<file path="config.mk">
export PLATFORM = sky130hd
export DESIGN_NAME = pss_ram
export DESIGN_NICKNAME = d
export VERILOG_FILES = /design/src/hdl/pss_ram.sv
export SDC_FILE = /design/constraint.sdc
export NUM_CORES = 2
export LEC_CHECK = 0
export BUFFER_PORTS_ARGS = -buffer_cell sky130_fd_sc_hd__buf_4
export CELL_PAD_IN_SITES_DETAIL_PLACEMENT = 1
export CELL_PAD_IN_SITES_GLOBAL_PLACEMENT = 2
export CORE_ASPECT_RATIO = 0.7
export CORE_UTILIZATION = 51
export CTS_BUF_LIST = sky130_fd_sc_hd__clkbuf_16
export DETAILED_ROUTE_END_ITERATION = 10
export MAX_ROUTING_LAYER = met4
export PLACE_DENSITY_LB_ADDON = 0.2
export SYNTH_ARGS = -nofsm -noshare
export SYNTH_HDL_FRONTEND = slang
export SYNTH_SLANG_ARGS = --single-unit
</file>
<file path="constraint.sdc">
create_clock -name clk -period 3.44 [get_ports clk]
set_input_delay 0.344 -clock clk [delete_from_list [all_inputs] [get_ports clk]]
set_output_delay 0.344 -clock clk [all_outputs]
set_load 0.02 [all_outputs]
</file>
<file path="src/hdl/pss_ram.sv">
// Generic single-write, single-read synchronous RAM with registered read data.
// No dependencies.
`default_nettype none

module pss_ram #(
    parameter int WIDTH = 16,
    parameter int DEPTH = 256
) (
    input  wire logic                     clk,
    input  wire logic                     we,
    input  wire logic [$clog2(DEPTH)-1:0] wr_addr,
    input  wire logic [WIDTH-1:0]         wr_data,
    input  wire logic                     rd_en,
    input  wire logic [$clog2(DEPTH)-1:0] rd_addr,
    output logic      [WIDTH-1:0]         rd_data
);

    logic [WIDTH-1:0] mem [DEPTH];

    always_ff @(posedge clk)
    begin
        if (we)
        begin
            mem[wr_addr] <= wr_data;
        end
        if (rd_en)
        begin
            rd_data <= mem[rd_addr];
        end
    end

endmodule

`default_nettype wire

</file>
==> summary.txt <==
Worst hold path class = input pin to register
RSZ-0062 raised after global routing = false
H-tree Lvls = 5
Yosys cell types = 51
R2r setup slk = 0.14 ns
Post-synth EDFFs = 4112
Wire per inst = 37.0 microns
Initial DRC Count = 12900
Asr flop ratio synth = 0%
Vias in the first global route = 82800
Clk slew on worst S/H paths = 0.07 ns
Layout cell share with drive strength beyond 1 = 28.6%
Startpoint types = register
Core Area = 310000 sq um
Full die area = 314000 sq um
Multi-input logic area = 33000 sq um
Met1 Resource Use GR = 46.3%
Hold slack = 0.0822 ns
Clock sink count = 4112
GRT Util Overall = 30.8%
Pwr/cell area = 567 nW/um^2
Via count = 83200
FMAX = 303 MHz
Row count = 171
Longest Clk Path Bufs = 4
Critical path's slowest cell = o32ai_1
Die W = 669 microns
Post-route setup slack = 0.135 ns
Seq/Total Area, Yosys = 77.7%
Number of CTS-inserted buffers = 386
Critical-path maximum fanout = 2
WP data arrival = 3.94 ns
Final instance area = 183000 sq um
Top cell type's share of synthesized area = 77.7%
HPWL after detailed placement = 299000 microns
Initial antenna violation count = 36
Slew headroom = 4.24%
Crit path kind = register to register
I/O pin cnt = 51
Syn Std Cell Area = 159000 sq um
Placement-stage cell area = 170000 sq um
Clock latency on the worst-skew pair = 0.93 ns
GR met2 Demand/Resource = 43.6%
Post-CTS Resized = 0
Die Y = 469 microns
Syn nets = 7395
Worst path max stage delay = 0.81 ns
Leakage power = 59.2 nW
GRT Residual Overflow = 0
Status = completed
1st-pass router iterations = 5
Fillers = 25700
Vias per cell = 6.55
Worst slack, placed = -0.524 ns
DRC = 0
Largest net degree at the start of global routing = 130
Final setup violation count = 0
Min Tclk post-route = 3.30 ns
Seq cells post-synth = 4112
Crit share post-route = 96.1%
Synth top area cells = edfxtp_1, mux4_2, mux2i_1
Final Util = 59.0%
First-pass GRT wire length = 653000 microns
Critical-path cell list = mux4_2 > mux4_2 > a22o_1 > o32ai_1 > buf_4 > nor4_1
Final #Nets = 8263
Setup skew after layout = 0.0522 ns
Avg Cell Area, Syn = 21.6 sq um
Routability cong. = 0.893
IR Drop Worst-Case VDD = 0.452 mV
Final hold vios = 0
Post-DRT Antenna Nets = 0
Root Buffer = clkbuf_16
Most used DFF post-synth = edfxtp_1
Synth area leader = edfxtp_1
Grt peak-use layer = met1
Slew Limit Fails = 0
Starting Density = 51.2%
Layout area overhead = 15.1%
Critical Path End Type = register
WL final = 469000 microns
Met3 usage = 6.46%
Synth Instances = 7360
Register area = 123000 sq um
Max Cap Viol = 0
Most used cell, CP = mux4_2
Clock tree from TritonCTS = built
Overall power = 104 mW
Port bufs = 50
Data required time at the worst endpoint = 4.07 ns
Synth warnings = 0
Worst-Margin Slew = 1.43 ns
[metal layers]
metal | up-vias | share of wire, %
li1 | 33000 | -
met1 | 44800 | 42
met2 | 4696 | 44
met3 | 601 | 11
met4 | 0 | 2.5
met5 | - | 0
[area by class of cell]
type / instances / share of cell area (%)
clock buffers: 401 / 5.49
flip-flops and latches: 4112 / 67.5
well taps: 4152 / 2.84
inverters: 4 / 0.0151
diodes: 13 / 0.0178
repair buffers: 932 / 4.83
multi-input cells: 2792 / 18.1
clock inverters: 288 / 1.23
[sequential cells by signal, summed over array words and instances (netlist names)]
register  cells
mem        4096
rd_data      16
[worst max-delay path, delay by kind of cell, from the launching register on]
family	cells	cell delay, ns
AOI/OAI and AO/OA	2	1.26
buffers and inverters	1	0.26
DFF	1	0.36
muxes	2	1.09
and+or+nand+nor	1	0.06
[repair_timing]
action / in CTS / in global routing
endpoints found under the hold margin: 457 / 0
setup buffers: 0 / 0
hold buffers: 16 / 0
[cell usage after synthesis, drive strengths merged (16+ instances only)]
cell / number
clkbuf: 230
nand2: 38
buf: 222
nand4: 26
mux4: 797
a221oi: 28
edfxtp: 4112
mux2i: 565
o22ai: 148
mux2: 88
o32ai: 21
nand3: 35
nor3: 92
a22o: 32
a21oi: 175
a211oi: 18
o21ai: 38
nor4: 18
nor2: 304
o221ai: 253
a22oi: 43
o31ai: 16
[where the power goes]
group	switching, mW	total [mW]	internal (mW)
registers	0.0769	55.3	55.2
logic	3.84	6.01	2.17
clock network	18.5	42.3	23.8
total	22.4	104	81.2
[through the flow]
| step | TNS, ns | cells |
|---|---|---|
| 2_1_floorplan | 0 | 7360 |
| 4_1_cts | 0 | 12700 |
| 3_5_place_dp | -4.78 | 12000 |
| 6_report | 0 | 12700 |
| 3_3_place_gp | -3.77 | 12000 |
| 5_1_grt | 0 | 12700 |
[cell families after synthesis]
kind of cell | share of synthesized area (%)
mux | 15.5
flops | 77.7
compound gates | 3.53
simple gates | 1.57
buf+inv | 1.69
[worst paths after layout]
path                                        startpoint                     to  cells after the start
worst max register to register   mem[59][10]$_DFFE_PP_  rd_data[10]$_DFFE_PP_                      6
worst min register to register  mem[117][13]$_DFFE_PP_  rd_data[13]$_DFFE_PP_                      5
worst max-delay path             mem[59][10]$_DFFE_PP_  rd_data[10]$_DFFE_PP_                      6
worst min-delay path                        wr_data[3]  mem[255][3]$_DFFE_PP_                      1
[placed cells by master (no fill, tap or decap), types with 131 or more instances in the layout]
cell type	count
edfxtp_1	4112
mux4_2	797
buf_4	765
mux2i_1	565
clkbuf_16	401
o221ai_1	252
nor2_1	226
a21oi_1	175
o22ai_1	148
buf_12	131
(Power assumes the default switching activity.)
